[src/trs_pkg.sv]
// Shared constants, register codes and controller/datapath types for the tile sampler.
package trs_pkg;

	// default sizing of the top level
	localparam int MAX_TILE_SIZE_DEF  = 16;
	localparam int MAX_TILES_EDGE_DEF = 256;
	localparam int MAX_CHANNELS_DEF   = 4;

	// fixed field widths
	localparam int TILE_NUM_W  = 18;
	localparam int BYTE_OFF_W  = 10;
	localparam int BYTE_W      = 8;
	localparam int M_TDATA_W   = 40;  // 36 bits of fields, padded to whole bytes
	localparam int CFG_IDX_W   = 3;
	localparam int CFG_DATA_W  = 9;
	localparam int ORIENT_W    = 2;

	localparam logic [ORIENT_W-1:0] ORIENT_FIRST = 2'd0;
	localparam logic [ORIENT_W-1:0] ORIENT_LAST  = 2'd3;

	// configuration register indexes
	localparam logic [CFG_IDX_W-1:0] CFG_TILE_SIZE    = 3'd0;
	localparam logic [CFG_IDX_W-1:0] CFG_TILES_ACROSS = 3'd1;
	localparam logic [CFG_IDX_W-1:0] CFG_TILES_DOWN   = 3'd2;
	localparam logic [CFG_IDX_W-1:0] CFG_CHANNELS     = 3'd3;
	localparam logic [CFG_IDX_W-1:0] CFG_ROTATE_ON    = 3'd4;
	localparam logic [CFG_IDX_W-1:0] CFG_MIRROR_ON    = 3'd5;

	// register reset values
	localparam logic [4:0] TILE_SIZE_RST    = 5'd3;
	localparam logic [8:0] TILES_ACROSS_RST = 9'd1;
	localparam logic [8:0] TILES_DOWN_RST   = 9'd1;
	localparam logic [2:0] CHANNELS_RST     = 3'd3;

	// controller -> datapath
	typedef struct packed {
		logic                accept;  // latch input beat, step counters
		logic                load;    // fill output register
		logic [ORIENT_W-1:0] orient;  // orientation to emit
	} trs_cmd_t;

	// datapath -> controller
	typedef struct packed {
		logic rotate;
	} trs_stat_t;

endpackage

[src/trs_ctrl.sv]
// Controller: accept/emit state machine, orientation count and output valid.
module trs_ctrl (
	input  logic               clk,
	input  logic               arst_n,
	input  logic               s_tvalid,
	output logic               s_tready,
	output logic               m_tvalid,
	input  logic               m_tready,
	input  trs_pkg::trs_stat_t stat,
	output trs_pkg::trs_cmd_t  cmd
);
	import trs_pkg::*;

	typedef enum logic [1:0] {
		ST_IDLE = 2'b01,
		ST_BUSY = 2'b10
	} state_t;

	state_t              state_q;
	logic [ORIENT_W-1:0] orient_q;
	logic                out_valid_q;
	logic                can_load;
	logic                last_o;
	logic                load;
	logic                accept;

	assign can_load = !out_valid_q || m_tready;
	assign last_o   = !stat.rotate || (orient_q == ORIENT_LAST);
	assign load     = (state_q == ST_BUSY) && can_load;
	// next byte may enter on the cycle its predecessor's final write is loaded
	assign s_tready = (state_q == ST_IDLE) || (load && last_o);
	assign accept   = s_tvalid && s_tready;
	assign m_tvalid = out_valid_q;

	assign cmd.accept = accept;
	assign cmd.load   = load;
	assign cmd.orient = orient_q;

	always_ff @(posedge clk or negedge arst_n) begin
		if (!arst_n) begin
			state_q     <= ST_IDLE;
			orient_q    <= ORIENT_FIRST;
			out_valid_q <= 1'b0;
		end else begin
			if (load) begin
				out_valid_q <= 1'b1;
			end else if (m_tready) begin
				out_valid_q <= 1'b0;
			end
			case (state_q)
				ST_IDLE: begin
					if (accept) begin
						state_q  <= ST_BUSY;
						orient_q <= ORIENT_FIRST;
					end
				end
				ST_BUSY: begin
					if (load) begin
						if (last_o) begin
							orient_q <= ORIENT_FIRST;
							state_q  <= accept ? ST_BUSY : ST_IDLE;
						end else begin
							orient_q <= orient_q + 1'b1;
						end
					end
				end
				default: begin
					state_q  <= ST_IDLE;
					orient_q <= ORIENT_FIRST;
				end
			endcase
		end
	end

endmodule

[src/trs_dpath.sv]
// Datapath: config registers, position counters, coordinate mapping and output register.
module trs_dpath #(
	parameter int MAX_TILE_SIZE  = trs_pkg::MAX_TILE_SIZE_DEF,
	parameter int MAX_TILES_EDGE = trs_pkg::MAX_TILES_EDGE_DEF,
	parameter int MAX_CHANNELS   = trs_pkg::MAX_CHANNELS_DEF
) (
	input  logic                              clk,
	input  logic                              arst_n,
	input  logic                              cfg_valid,
	input  logic [trs_pkg::CFG_IDX_W-1:0]     cfg_index,
	input  logic [trs_pkg::CFG_DATA_W-1:0]    cfg_data,
	input  logic [trs_pkg::BYTE_W-1:0]        s_tdata,
	input  trs_pkg::trs_cmd_t                 cmd,
	output trs_pkg::trs_stat_t                stat,
	output logic [trs_pkg::M_TDATA_W-1:0]     m_tdata,
	output logic                              m_tlast,
	output logic                              m_tuser
);
	import trs_pkg::*;

	localparam int PW  = (MAX_TILE_SIZE > 1) ? $clog2(MAX_TILE_SIZE) : 1;
	localparam int SW  = $clog2(MAX_TILE_SIZE + 1);
	localparam int EW  = (MAX_TILES_EDGE > 1) ? $clog2(MAX_TILES_EDGE) : 1;
	localparam int EEW = $clog2(MAX_TILES_EDGE + 1);
	localparam int KW  = (MAX_TILES_EDGE > 1) ? $clog2(MAX_TILES_EDGE * MAX_TILES_EDGE) : 1;
	localparam int CW  = (MAX_CHANNELS > 1) ? $clog2(MAX_CHANNELS) : 1;
	localparam int CEW = $clog2(MAX_CHANNELS + 1);
	localparam int PSW = 2 * SW + 1;
	localparam int OFW = PSW + CEW;

	// configuration
	logic [4:0] tile_size_q;
	logic [8:0] tiles_across_q;
	logic [8:0] tiles_down_q;
	logic [2:0] channels_q;
	logic       rotate_q;
	logic       mirror_q;

	// position counters
	logic [CW-1:0] chan_q;
	logic [PW-1:0] col_q;
	logic [PW-1:0] row_q;
	logic [EW-1:0] tcol_q;
	logic [EW-1:0] trow_q;
	logic [KW-1:0] k_q;

	// current byte
	logic [BYTE_W-1:0] byte_q;
	logic [PW-1:0]     x_q;
	logic [PW-1:0]     y_q;
	logic [CW-1:0]     ch_q;
	logic [KW-1:0]     kit_q;
	logic              done_q;

	// output register
	logic [TILE_NUM_W-1:0] tile_q;
	logic [BYTE_OFF_W-1:0] off_q;
	logic [BYTE_W-1:0]     obyte_q;
	logic                  last_q;
	logic                  imgdone_q;

	logic [SW-1:0]  s_eff;
	logic [EEW-1:0] ta_eff;
	logic [EEW-1:0] td_eff;
	logic [CEW-1:0] c_eff;
	logic [PW-1:0]  m_val;
	logic           cfg_hit;
	logic           last_c, last_x, last_y, last_tc, last_tr, done;
	logic [PW-1:0]  col_sel, row_sel;
	logic [PSW-1:0] pos;
	logic [OFW-1:0] scaled;
	logic [OFW-1:0] off_full;

	// effective register values: zero acts as one, excess acts as the maximum
	always_comb begin
		if (tile_size_q == '0) s_eff = SW'(1);
		else if (32'(tile_size_q) > 32'(MAX_TILE_SIZE)) s_eff = SW'(MAX_TILE_SIZE);
		else s_eff = SW'(tile_size_q);
		if (tiles_across_q == '0) ta_eff = EEW'(1);
		else if (32'(tiles_across_q) > 32'(MAX_TILES_EDGE)) ta_eff = EEW'(MAX_TILES_EDGE);
		else ta_eff = EEW'(tiles_across_q);
		if (tiles_down_q == '0) td_eff = EEW'(1);
		else if (32'(tiles_down_q) > 32'(MAX_TILES_EDGE)) td_eff = EEW'(MAX_TILES_EDGE);
		else td_eff = EEW'(tiles_down_q);
		if (channels_q == '0) c_eff = CEW'(1);
		else if (32'(channels_q) > 32'(MAX_CHANNELS)) c_eff = CEW'(MAX_CHANNELS);
		else c_eff = CEW'(channels_q);
	end

	assign m_val   = PW'(s_eff - SW'(1));
	assign cfg_hit = cfg_valid && (cfg_index <= CFG_MIRROR_ON);
	assign stat.rotate = rotate_q;

	assign last_c  = 32'(chan_q) + 32'd1 >= 32'(c_eff);
	assign last_x  = 32'(col_q)  + 32'd1 >= 32'(s_eff);
	assign last_y  = 32'(row_q)  + 32'd1 >= 32'(s_eff);
	assign last_tc = 32'(tcol_q) + 32'd1 >= 32'(ta_eff);
	assign last_tr = 32'(trow_q) + 32'd1 >= 32'(td_eff);
	assign done    = last_c && last_x && last_y && last_tc && last_tr;

	// destination pixel for the selected orientation
	always_comb begin
		col_sel = x_q;
		row_sel = y_q;
		if (rotate_q) begin
			case (cmd.orient)
				2'd0: begin
					col_sel = x_q;
					row_sel = y_q;
				end
				2'd1: begin
					col_sel = m_val - y_q;
					row_sel = x_q;
				end
				2'd2: begin
					col_sel = mirror_q ? x_q : m_val - x_q;
					row_sel = m_val - y_q;
				end
				2'd3: begin
					col_sel = y_q;
					row_sel = m_val - x_q;
				end
				default: begin
					col_sel = x_q;
					row_sel = y_q;
				end
			endcase
		end
	end

	// channel count is at most MAX_CHANNELS: scale by shift and add
	always_comb begin
		pos    = PSW'(row_sel) * PSW'(s_eff) + PSW'(col_sel);
		scaled = '0;
		for (int i = 0; i < CEW; i++) begin
			if (c_eff[i]) scaled = scaled + (OFW'(pos) << i);
		end
		off_full = scaled + OFW'(ch_q);
	end

	always_ff @(posedge clk or negedge arst_n) begin
		if (!arst_n) begin
			tile_size_q    <= TILE_SIZE_RST;
			tiles_across_q <= TILES_ACROSS_RST;
			tiles_down_q   <= TILES_DOWN_RST;
			channels_q     <= CHANNELS_RST;
			rotate_q       <= 1'b0;
			mirror_q       <= 1'b0;
			chan_q         <= '0;
			col_q          <= '0;
			row_q          <= '0;
			tcol_q         <= '0;
			trow_q         <= '0;
			k_q            <= '0;
		end else if (cfg_hit) begin
			case (cfg_index)
				CFG_TILE_SIZE:    tile_size_q    <= cfg_data[4:0];
				CFG_TILES_ACROSS: tiles_across_q <= cfg_data[8:0];
				CFG_TILES_DOWN:   tiles_down_q   <= cfg_data[8:0];
				CFG_CHANNELS:     channels_q     <= cfg_data[2:0];
				CFG_ROTATE_ON:    rotate_q       <= cfg_data[0];
				CFG_MIRROR_ON:    mirror_q       <= cfg_data[0];
				default: ;
			endcase
			chan_q <= '0;
			col_q  <= '0;
			row_q  <= '0;
			tcol_q <= '0;
			trow_q <= '0;
			k_q    <= '0;
		end else if (cmd.accept) begin
			if (!last_c) begin
				chan_q <= chan_q + 1'b1;
			end else begin
				chan_q <= '0;
				if (!last_x) begin
					col_q <= col_q + 1'b1;
				end else begin
					col_q <= '0;
					if (!last_y) begin
						row_q <= row_q + 1'b1;
					end else begin
						row_q <= '0;
						k_q   <= done ? '0 : k_q + 1'b1;
						if (!last_tc) begin
							tcol_q <= tcol_q + 1'b1;
						end else begin
							tcol_q <= '0;
							trow_q <= last_tr ? '0 : trow_q + 1'b1;
						end
					end
				end
			end
		end
	end

	// item and output registers carry payload only
	always_ff @(posedge clk) begin
		if (cmd.accept) begin
			byte_q <= s_tdata;
			x_q    <= col_q;
			y_q    <= row_q;
			ch_q   <= chan_q;
			kit_q  <= k_q;
			done_q <= done;
		end
		if (cmd.load) begin
			tile_q    <= rotate_q ? TILE_NUM_W'({kit_q, cmd.orient}) : TILE_NUM_W'(kit_q);
			off_q     <= off_full[BYTE_OFF_W-1:0];
			obyte_q   <= byte_q;
			last_q    <= !rotate_q || (cmd.orient == ORIENT_LAST);
			imgdone_q <= done_q;
		end
	end

	assign m_tdata = {4'b0000, obyte_q, off_q, tile_q};
	assign m_tlast = last_q;
	assign m_tuser = imgdone_q;

endmodule

[src/tile_rotation_sampler_top.sv]
// Top level of the tile sampler: controller plus datapath.
//
//  channel | direction | beat contents
//  --------+-----------+-----------------------------------------------------
//  s_*     | in        | s_tdata: one source byte in tile-major order
//  m_*     | out       | m_tdata: tile number, byte offset, byte; tlast: final
//          |           | write of a byte; tuser: byte ends the image
//  cfg_*   | in        | cfg_index selects register, cfg_data its new value
//
// Beats: each source byte makes one output beat (four with rotation); the
// single output register is loaded once a cycle while the sink does not stall.
// A byte entering an idle block is latched into the item register before its
// first write is loaded.
// Reset: asynchronous, clears counters, state machine and output valid;
// registers return to tile size 3, one tile across and down, 3 channels, no rotation or mirror.
// Stalls: m_tready low holds the output beat and the orientation sequence;
// the next source byte is taken with the final write of the current one.
// Config writes are always accepted; a write to a mapped register restarts the
// image from its first byte, an unmapped index is dropped.
module tile_rotation_sampler_top #(
	parameter int MAX_TILE_SIZE  = trs_pkg::MAX_TILE_SIZE_DEF,
	parameter int MAX_TILES_EDGE = trs_pkg::MAX_TILES_EDGE_DEF,
	parameter int MAX_CHANNELS   = trs_pkg::MAX_CHANNELS_DEF
) (
	input  logic                           clk,
	input  logic                           arst_n,
	// configuration write
	input  logic                           cfg_valid,
	output logic                           cfg_ready,
	input  logic [trs_pkg::CFG_IDX_W-1:0]  cfg_index,
	input  logic [trs_pkg::CFG_DATA_W-1:0] cfg_data,
	// source bytes
	input  logic                           s_tvalid,
	output logic                           s_tready,
	input  logic [trs_pkg::BYTE_W-1:0]     s_tdata,   // [7:0] src_byte
	// tile writes
	output logic                           m_tvalid,
	input  logic                           m_tready,
	output logic [trs_pkg::M_TDATA_W-1:0]  m_tdata,   // [17:0] tile_number,
	                                                  // [27:18] byte_offset,
	                                                  // [35:28] out_byte, rest 0
	output logic                           m_tlast,
	output logic                           m_tuser    // [0] image_done
);
	import trs_pkg::*;

	trs_cmd_t  cmd;
	trs_stat_t stat;

	// register file never back-pressures
	assign cfg_ready = 1'b1;

	trs_ctrl u_ctrl (
		.clk      (clk),
		.arst_n   (arst_n),
		.s_tvalid (s_tvalid),
		.s_tready (s_tready),
		.m_tvalid (m_tvalid),
		.m_tready (m_tready),
		.stat     (stat),
		.cmd      (cmd)
	);

	trs_dpath #(
		.MAX_TILE_SIZE  (MAX_TILE_SIZE),
		.MAX_TILES_EDGE (MAX_TILES_EDGE),
		.MAX_CHANNELS   (MAX_CHANNELS)
	) u_dpath (
		.clk       (clk),
		.arst_n    (arst_n),
		.cfg_valid (cfg_valid),
		.cfg_index (cfg_index),
		.cfg_data  (cfg_data),
		.s_tdata   (s_tdata),
		.cmd       (cmd),
		.stat      (stat),
		.m_tdata   (m_tdata),
		.m_tlast   (m_tlast),
		.m_tuser   (m_tuser)
	);

endmodule

[config.mk]
export PLATFORM = sky130hd
export DESIGN_NAME = tile_rotation_sampler_top
export DESIGN_NICKNAME = d
export VERILOG_FILES = /design/src/trs_pkg.sv /design/src/trs_ctrl.sv /design/src/trs_dpath.sv /design/src/tile_rotation_sampler_top.sv
export SDC_FILE = /design/constraint.sdc
export NUM_CORES = 1
export LEC_CHECK = 0
export ABC_AREA = 0
export BUFFER_PORTS_ARGS = -buffer_cell sky130_fd_sc_hd__buf_2
export CELL_PAD_IN_SITES_DETAIL_PLACEMENT = 1
export CELL_PAD_IN_SITES_GLOBAL_PLACEMENT = 1
export CORE_AREA = 3 3 142 144
export DETAILED_ROUTE_END_ITERATION = 8
export DIE_AREA = 0 0 145 147
export PLACE_DENSITY = 0.77
export SETUP_SLACK_MARGIN = 0.2
export SYNTH_ARGS = -nofsm -noshare
export SYNTH_HDL_FRONTEND = slang
export SYNTH_SLANG_ARGS = --single-unit
[constraint.sdc]
create_clock -name clk -period 9.33 [get_ports clk]
set_clock_uncertainty 0.1 [all_clocks]
set_input_delay 1.866 -clock clk [delete_from_list [all_inputs] [get_ports clk]]
set_output_delay 1.866 -clock clk [all_outputs]
set_load 0.005 [all_outputs]
==> results.toml, run 1 <==
[die]
fp.coreArea_um2 = 18800
die_w_um = 145
die_area_um2 = 21300
rows = 50
die_y_um = 147
start_util_pct = 49.2
ioPinCount = 70

[final_layout]
drive_above_1_share_pct = 18.6
fin_nets = 1082
syn_to_final_growth_pct = 13.6
num_antenna_cells = 0

[timing]
rsz0062_at_grt = "false"
setup_slack_ps = 878
final_hold_viol_count = 0
setup_viol = 0
report.final.slew_viol_count = 0
relSlewSlack_pct = 24.1
tns_ps = 0
worst_slew_pin_slew_ps = 1120
max_freq_mhz = 118
fin_crit_sh_pct = 90.6
post-route-min-period_ps = 8450

[synth]
synth_cell_types = 69
synthCells = 884
yosys_warnings = 0
async_flop_share_pct = 50.7
synth-edff-count = 73
syn_area_um2 = 9270
synth_area_per_cell_um2 = 10.5
synth_top_flop_cell = "edfxtp_1"
yosysSeqAreaShare_pct = 44.0
yosys_register_bits = 148

[cts]
cts_max_level = 4
clkLatencyLatePin_ps = 430
cts.path.max_buffers = 2
cts_sinks = 148
root_buffer = "clkbuf_16"
numCtsBuffers = 17
clk_pin_slew_ps = 70
post_cts_buffers = 0
cts_tree = "yes"

[placed_design]
io_buffers = 64
dp_worst_setup_slack_ps = 571
dp_hpwl_um = 17100
gp_congestion = 0.865

[drt]
drc = 0
antenna_left = 0
dr.pass1.iters = 5
drt_iter0_markers = 354
drt-vias-per-instance = 5.58
totalWireLength_um = 22900
via_count = 6863
wl_per_cell_um = 18.6

[power_and_ir_drop]
cellPowerDensity_nw_per_um2 = 346
finalPower_uw = 3650
p_leak_uw = 0.00474
max-vdd-ir-drop_uv = 190

[global_routing]
grt_usage_pct = 22.2
grt_max_degree = 76
grt_pass1_vias = 7435
antenna_found_initial = 0
grt_pass1_wl_um = 38300
overflow = 0

[worst_hold_path]
hold_class = "reg2reg"

[worst_setup_path]
path_class = "reg2reg"
crit_path_end_kind = "register"
startpoint_type = "register"
cpPeakStageDelay_ps = 540
cp_max_fo = 7
crit_slowest_cell = "fa_1"
cp.required_ps = 9410
critPathArrivalTime_ps = 8530

[flow_run]
drv_cap = 0

[outcome]
status = "completed"
==> synthesized netlist by cell type (3+ instances only) <==
master     number  share of area [%]
nand2_1        95                3.8
ha_1           87                 12
edfxtp_1       73                 24
dfrtp_1        68                 18
nor2_1         65                2.6
inv_1          58                2.3
o21ai_0        54                2.9
mux2_2         43                5.2
a21oi_1        29                1.6
xnor2_1        28                2.6
a21o_1         23                1.9
nand3_1        22                1.2
xor2_1         19                1.8
nand2b_1       18                1.2
a22o_1         16                1.5
and3_1         16                1.1
fa_1           14                3.0
nor3_1         14               0.76
and2_1         11               0.74
clkbuf_1       11               0.45
nor2b_1         9               0.61
o31ai_1         8               0.65
a211oi_1        7               0.57
dfstp_2         7                2.0
o21a_1          6               0.49
a221oi_1        5               0.47
buf_4           5               0.40
nor4_1          5               0.34
a2bb2oi_1       4               0.38
or2_2           4               0.27
a31oi_1         3               0.20
buf_1           3               0.12
buf_2           3               0.16
clkinv_1        3               0.12
o21ai_1         3               0.16
==> logic make-up (layout without fill, tap and decap cells) <==
kind of cell             Yosys count  in the layout  synth area share [%]
flip-flops                       148            148                  44.0
buffers and inverters             83            165                  3.60
adder cells (fa/ha/maj)          102            102                  14.9
AND/OR/NAND/NOR                  269            269                  13.5
XOR/XNOR                          48             48                  4.61
multiplexers                      45             45                  5.44
other                              2              5                0.0810
AO/OA/AOI/OAI                    187            187                  13.9
==> final timing paths <==
| path | start | endpoint | slack, ps | cells after the start |
|---|---|---|---|---|
| setup / recovery | u_dpath.tile_size_q[3]$_DFFE_PN0P_ | u_dpath.off_q[8]$_DFFE_PP_ | 880 | 37 |
| hold / removal | u_dpath.byte_q[1]$_DFFE_PP_ | u_dpath.obyte_q[1]$_DFFE_PP_ | 320 | 0 |
| setup reg to reg | u_dpath.tile_size_q[3]$_DFFE_PN0P_ | u_dpath.off_q[8]$_DFFE_PP_ | 880 | 37 |
| hold reg to reg | u_dpath.byte_q[1]$_DFFE_PP_ | u_dpath.obyte_q[1]$_DFFE_PP_ | 320 | 0 |
| max in group asynchronous | arst_n | u_dpath.stat$_DFFE_PN0P_ | 6950 | 1 |
| min in group asynchronous | arst_n | u_dpath.trow_q[5]$_DFFE_PN0P_ | 1470 | 1 |
==> metrics by stage <==
step / cells / utilization (%) / instance area (um^2) / hold WS [ps]
after floorplan: 887 / - / 9280 / 300
after global placement: 1197 / 52.6 / 9900 / 300
after detailed placement: 1197 / 52.6 / 9900 / 307
after CTS: 1229 / 55.5 / 10500 / 321
after global routing: 1229 / 55.9 / 10500 / 329
final: 1229 / 55.9 / 10500 / 318
==> where the power goes <==
part,internal [uW],switching [uW]
combinational,841,1150
clock,348,298
sequential,890,119
==> cell usage in the layout (no fill, tap or decap), drive strengths merged, types with 3 or more instances in the layout <==
cell type and n:
o31ai 9, o21ai 57, buf 72, mux2 43, conb 5, xor2 20
a21oi 30, nor4 5, and2 11, a31oi 4, clkinv 6, a211oi 7
dfrtp 68, or2 6, nand2b 18, edfxtp 73, nand2 95, a22o 16
o21bai 3, nor2b 9, and3 16, nor3 14, clkinvlp 5, ha 87
xnor2 28, a2bb2oi 4, a21o 23, nand3 22, dfstp 7, o21a 6
inv 64, clkbuf 18, a221oi 6, fa 14, nor2 65
==> area by class of cell <==
class / instances / area (um^2)
fill: 2038 / 8300
multi-input combinational: 656 / 4960
sequential: 148 / 4080
clock buffer: 18 / 429
timing repair buffer: 72 / 383
tap: 260 / 325
inverter: 61 / 229
clock inverter: 14 / 124
==> routing by layer <==
metal,share of wire [%],vias to the layer above,global-route usage [%]
li1,-,3293,-
met1,44,3441,27.1
met2,52,97,39.9
met3,2.4,32,4.07
met4,1.9,0,7.03
met5,0,-,0
==> registers in the layout (all words and copies together) (netlist names), 3 cells and up <==
signal	cells
u_dpath.byte_q	8
u_dpath.channels_q	3
u_dpath.col_q	4
u_dpath.k_q	16
u_dpath.kit_q	16
u_dpath.obyte_q	8
u_dpath.off_q	10
u_dpath.row_q	4
u_dpath.tcol_q	8
u_dpath.tile_q	18
u_dpath.tile_size_q	5
u_dpath.tiles_across_q	9
u_dpath.tiles_down_q	9
u_dpath.trow_q	8
u_dpath.x_q	4
u_dpath.y_q	4
==> worst max-delay path: cells and delay by family, from the launching register on <==
| family | cells | cell delay (ps) |
|---|---|---|
| buffers and inverters | 5 | 510 |
| AO/OA/AOI/OAI | 7 | 1540 |
| XOR/XNOR | 7 | 1230 |
| AND/OR/NAND/NOR | 10 | 1430 |
| adder cells (fa/ha/maj) | 8 | 2980 |
| flip-flops | 1 | 410 |
==> repair_timing <==
action,in CTS,in global routing
endpoints found under the setup margin,0,3
hold buffers,0,0
gates resized for setup,0,14
No activity file was read; power rests on OpenSTA's default activity.
==> run 2: changes to the inputs <==
- ABC_AREA: 0 -> default
- BUFFER_PORTS_ARGS: -buffer_cell sky130_fd_sc_hd__buf_2 -> default
- CORE_AREA: 3 3 142 144 -> 3 3 139 141
- DIE_AREA: 0 0 145 147 -> 0 0 142 144
- DONT_BUFFER_PORTS: default -> 1
- PLACE_DENSITY: 0.77 -> 0.76
==> run 2 against run 1 <==
First-iteration DRC count fell by 14%. Total power rose by 1.7%. Register-to-register slack got worse by 190 ps. Critical path depth fell by 2. Setup slack got worse by 190 ps. Utilization rose by 0.45 points. Clock power rose by 11%. Fmax fell by 2.2%. Sequential cell count did not move. Critical endpoint is now u_dpath.off_q[9]$_DFFE_PP_. Worst hold slack improved by 7.1 ps. Non-clock buffer count fell by 67.
==> results.toml, run 2 (same netlist as run 1, synthesis figures left out) <==
[die]
die_w_um = 142
die_y_um = 144
fp.coreArea_um2 = 18100
die_area_um2 = 20400
rows = 49
ioPinCount = 70
start_util_pct = 51.3

[cts]
clk_pin_slew_ps = 60
post_cts_buffers = 0
cts.path.max_buffers = 2
root_buffer = "clkbuf_16"
cts_sinks = 148
cts_max_level = 4
numCtsBuffers = 17
clkLatencyLatePin_ps = 430
cts_tree = "yes"
ctsHoldBuffers = 0

[timing]
setup_viol = 0
report.final.slew_viol_count = 0
worst_slew_pin_slew_ps = 1270
relSlewSlack_pct = 14.2
rsz0062_at_grt = "true"
fin_crit_sh_pct = 92.6
final_hold_viol_count = 0
tns_ps = 0
hold_slack_ps = 325
post-route-min-period_ps = 8640
max_freq_mhz = 116

[drt]
totalWireLength_um = 23400
drt_iter0_markers = 305
dr.pass1.iters = 5
wl_per_cell_um = 20.7
via_count = 6759
drc = 0
antenna_left = 0
drt-vias-per-instance = 5.98

[power_and_ir_drop]
power.internal_uw = 2130
finalPower_uw = 3710
clkPwrFrac_pct = 19.4
combPwrFrac_pct = 52.8
switchingPower_uw = 1570
cellPowerDensity_nw_per_um2 = 363
sequentialPowerShare_pct = 27.8
max-vdd-ir-drop_uv = 167
p_sw_share_pct = 42.5
p_leak_uw = 0.00452

[worst_setup_path]
crit_path_end_kind = "register"
cp_max_fo = 7
cpPeakStageDelay_ps = 550
path_delay_family = "adder cells"
path_buf_inv = 4
crit_slowest_cell = "fa_1"
critPathArrivalTime_ps = 8710
startpoint_type = "register"
cp.required_ps = 9400
path_class = "reg2reg"

[final_layout]
num_antenna_cells = 0
final_cell_mix = "nand2_1 (95), ha_1 (87), edfxtp_1 (73)"
register_area_um2 = 4080
fillCellCount = 1977
largest_reg_flops = 18
regMostFlops = "u_dpath.tile_q"
mostFrequentLayoutCell = "nand2_1"
multiInputGateArea_um2 = 4950
top_regs = "u_dpath.tile_q: 18 flops, u_dpath.k_q: 16 flops, u_dpath.kit_q: 16 flops"
postLayoutCellArea_um2 = 10200
drive_above_1_share_pct = 12.5
syn_to_final_growth_pct = 9.96
fin_nets = 1015

[global_routing]
overflow = 0
antenna_found_initial = 0
grt_max_degree = 76
grt_pass1_vias = 7389
grt_pass1_wl_um = 38500
grt_usage_pct = 23.7

[placed_design]
postPlaceCellArea_um2 = 9520
gp_congestion = 0.880
io_buffers = 0
dp_hpwl_um = 17300

[flow_run]
drv_cap = 0

[worst_hold_path]
hold_class = "reg2reg"

[outcome]
status = "completed"
run 2: routing by layer:
metal  wire length [um]  track usage, %  vias to the layer above
met4                529            8.43                        0
met2              12400            43.4                      133
met1               9850            28.5                     3427
met3                609            3.47                       41
li1                   -               -                     3158
met5                  0               0                        -
run 2: power groups by stage:
| stage | clock network, uW | registers, uW | logic, uW |
|---|---|---|---|
| 6_report | 720 | 1030 | 1960 |
| 5_1_grt | 756 | 1050 | 2190 |
| 4_1_cts | 732 | 1030 | 1900 |
| 3_5_place_dp | 0 | 1040 | 1870 |
| 3_3_place_gp | 0 | 1020 | 1730 |
| 2_1_floorplan | 0 | 978 | 1460 |
run 2: layout make-up:
class / count / share of cell area [%]
Multi-Input combinational cell: 656 / 48.5
Sequential cell: 148 / 40.0
Clock buffer: 17 / 4.17
Tap cell: 229 / 2.81
Inverter: 61 / 2.25
Clock inverter: 15 / 1.90
Timing Repair Buffer: 5 / 0.368
run 2: worst reg2reg max path: cells and delay by family, from the launching register on:
kind | cells | cell delay (ps)
DFF | 1 | 410
and+or+nand+nor | 8 | 1320
xor gates and xnor gates | 6 | 1030
AOI/OAI and AO/OA | 9 | 1810
adders and majority gates | 8 | 3330
buffers and inverters | 4 | 420
run 2: worst paths after layout:
path                            slack (ps)                               start                           endpoint  cells past startpoint
worst max-delay path                   690  u_dpath.tile_size_q[3]$_DFFE_PN0P_         u_dpath.off_q[9]$_DFFE_PP_                     35
worst min-delay path                   320         u_dpath.byte_q[1]$_DFFE_PP_       u_dpath.obyte_q[1]$_DFFE_PP_                      0
worst max register to register         690  u_dpath.tile_size_q[3]$_DFFE_PN0P_         u_dpath.off_q[9]$_DFFE_PP_                     35
worst min register to register         320         u_dpath.byte_q[1]$_DFFE_PP_       u_dpath.obyte_q[1]$_DFFE_PP_                      0
max in group asynchronous             7880                              arst_n  u_dpath.channels_q[1]$_DFFE_PN1P_                      0
min in group asynchronous             1030                              arst_n      u_dpath.trow_q[5]$_DFFE_PN0P_                      0
run 2: timing repair:
action                                  CTS  global route
resized for setup                         0            11
hold endpoints to repair                  0             0
endpoints found under the setup margin    0             5
run 2: through the flow:
stage,cells,util (%),setup slack [ps]
finish,1131,56.4,692
global route,1131,56.4,115
CTS,1131,56.1,242
detailed placement,1099,52.6,275
global placement,1099,52.6,644
floorplan,887,-,1180
==> run 3: changes to the inputs <==
- CAP_MARGIN: default -> 0
- REMOVE_ABC_BUFFERS: default -> 1
==> run 3 against run 2 <==
Total power down 0.89%. Register-to-register slack better by 80 ps. Non-clock buffer count up 1. Die area unchanged. Sequential power about the same. Critical path type unchanged. Largest cell class unchanged. Largest power group unchanged.
==> results.toml, run 3 (same netlist as run 1, synthesis figures left out) <==
[timing]
tns_ps = 0
relSlewSlack_pct = 18.5
post-route-min-period_ps = 8560
rsz0062_at_grt = "true"
report.final.slew_viol_count = 0
setup_slack_ps = 774
fin_crit_sh_pct = 91.7
max_freq_mhz = 117
worst_slew_pin_slew_ps = 1210
setup_viol = 0
final_hold_viol_count = 0

[drt]
via_count = 6720
totalWireLength_um = 23200
antenna_left = 0
top_layer = "met4"
dr_wl_met2_um = 12100
drt-vias-per-instance = 5.94
wl_per_cell_um = 20.5
dr.pass1.iters = 4
drt_iter0_markers = 338
dr_wl_met3_um = 646
drc = 0
drt-met1-wl_um = 9850

[worst_setup_path]
reg2reg_depth = 36
path_class = "reg2reg"
critPathArrivalTime_ps = 8620
startpoint_type = "register"
cp-startpoint = "u_dpath.tile_size_q[3]$_DFFE_PN0P_"
crit_path_end_kind = "register"
crit_slowest_cell = "fa_1"
cp_max_fo = 6
path_buf_inv = 3
cpPeakStageDelay_ps = 560
path_depth = 36
cp.required_ps = 9400
regToRegStartpoint = "u_dpath.tile_size_q[3]$_DFFE_PN0P_"
path_delay_family = "adder cells"

[power_and_ir_drop]
combPwrFrac_pct = 54.0
cellPowerDensity_nw_per_um2 = 361
clkPwrFrac_pct = 18.2
p_leak_uw = 0.00450
switchingPower_uw = 1590
p_sw_share_pct = 43.2
sequentialPowerShare_pct = 27.8
max-vdd-ir-drop_uv = 199
power.internal_uw = 2090

[die]
ioPinCount = 70
start_util_pct = 51.3
die_area_um2 = 20400
die_y_um = 144
die_w_um = 142
fp.coreArea_um2 = 18100
rows = 49

[cts]
cts_sinks = 148
clk_pin_slew_ps = 70
clkLatencyLatePin_ps = 420
cts_tree = "yes"
numCtsBuffers = 17
ctsHoldBuffers = 0
root_buffer = "clkbuf_16"
cts_max_level = 4
cts.path.max_buffers = 2

[final_layout]
syn_to_final_growth_pct = 9.86
fillCellCount = 1942
fin_nets = 1016
regMostFlops = "u_dpath.tile_q"
postLayoutCellArea_um2 = 10200
mostFrequentLayoutCell = "nand2_1"
drive_above_1_share_pct = 12.7
num_antenna_cells = 0
largest_reg_flops = 18
top_regs = "u_dpath.tile_q: 18 flops, u_dpath.k_q: 16 flops, u_dpath.kit_q: 16 flops"
final_cell_mix = "nand2_1 (95), ha_1 (86), edfxtp_1 (73)"

[placed_design]
dp_hpwl_um = 17400
io_buffers = 0
postPlaceCellArea_um2 = 9520
gp_congestion = 0.850
dp_worst_setup_slack_ps = 160

[flow_run]
drv_cap = 0

[worst_hold_path]
hold_class = "reg2reg"
min-delay-start = "u_dpath.byte_q[7]$_DFFE_PP_"
hold_depth = 0

[global_routing]
grt_usage_pct = 23.2
antenna_found_initial = 0
grt_max_degree = 76
grt_pass1_vias = 7298
overflow = 0
grt_pass1_wl_um = 37800

[outcome]
status = "completed"
[run 3: cell count changes in the layout (fill, tap and decap cells not counted), sizes merged]
| cell | previous run | this run |
|---|---|---|
| clkbuf | 17 | 18 |
| bufinv | 3 | 1 |
| clkinv | 8 | 6 |
| clkinvlp | 1 | 2 |
| inv | 64 | 66 |
| buf | 5 | 6 |
[run 3: routing by layer]
layer	up-vias	global-route usage, %
met5	-	0
met4	0	7.98
met1	3388	28.3
met3	46	4.10
li1	3169	-
met2	117	41.7
[run 3: worst paths after layout]
check	slack [ps]	end
worst max-delay path	770	u_dpath.off_q[9]$_DFFE_PP_
worst min-delay path	320	u_dpath.obyte_q[7]$_DFFE_PP_
worst max register to register	770	u_dpath.off_q[9]$_DFFE_PP_
min in group asynchronous	1030	u_dpath.k_q[6]$_DFFE_PN0P_
worst min register to register	320	u_dpath.obyte_q[7]$_DFFE_PP_
max in group asynchronous	7870	u_dpath.tile_size_q[1]$_DFFE_PN1P_
[run 3: power groups by stage]
| stage | logic [uW] | clock network, uW | registers [uW] |
|---|---|---|---|
| 6_report | 1980 | 667 | 1020 |
| 5_1_grt | 2200 | 703 | 1040 |
| 4_1_cts | 1890 | 676 | 1020 |
| 3_5_place_dp | 1870 | 0 | 1030 |
| 3_3_place_gp | 1730 | 0 | 1020 |
| 2_1_floorplan | 1440 | 0 | 986 |
[run 3: worst reg2reg max path, delay by kind of cell (launching register included)]
| family | cells | cell delay [ps] |
|---|---|---|
| fa+ha+maj | 8 | 3040 |
| buf+inv | 3 | 260 |
| xor+xnor | 5 | 820 |
| simple gates | 11 | 1910 |
| compound gates | 9 | 1790 |
| flops | 1 | 420 |
[run 3: metrics by stage]
step,hold WS [ps],total power [uW],utilization [%],cells
5_1_grt,339,3940,56.3,1132
4_1_cts,321,3590,55.8,1131
3_3_place_gp,301,2760,52.6,1099
2_1_floorplan,300,2420,-,865
3_5_place_dp,310,2900,52.6,1099
6_report,320,3670,56.3,1132
[run 3: cell type report]
class	instances	area, um^2	area share [%]
Multi-Input combinational cell	656	4980	48.9
Tap cell	229	287	2.81
Clock buffer	18	429	4.21
Inverter	61	229	2.25
Sequential cell	148	4080	40.0
Clock inverter	14	139	1.36
Timing Repair Buffer	6	45.0	0.442
[run 3: timing repair]
action	4_1_cts	5_1_grt
resized for setup	2	13
setup endpoints to repair	1	5
hold endpoints to repair	0	0
pin swaps	0	1
buffers inserted	0	1
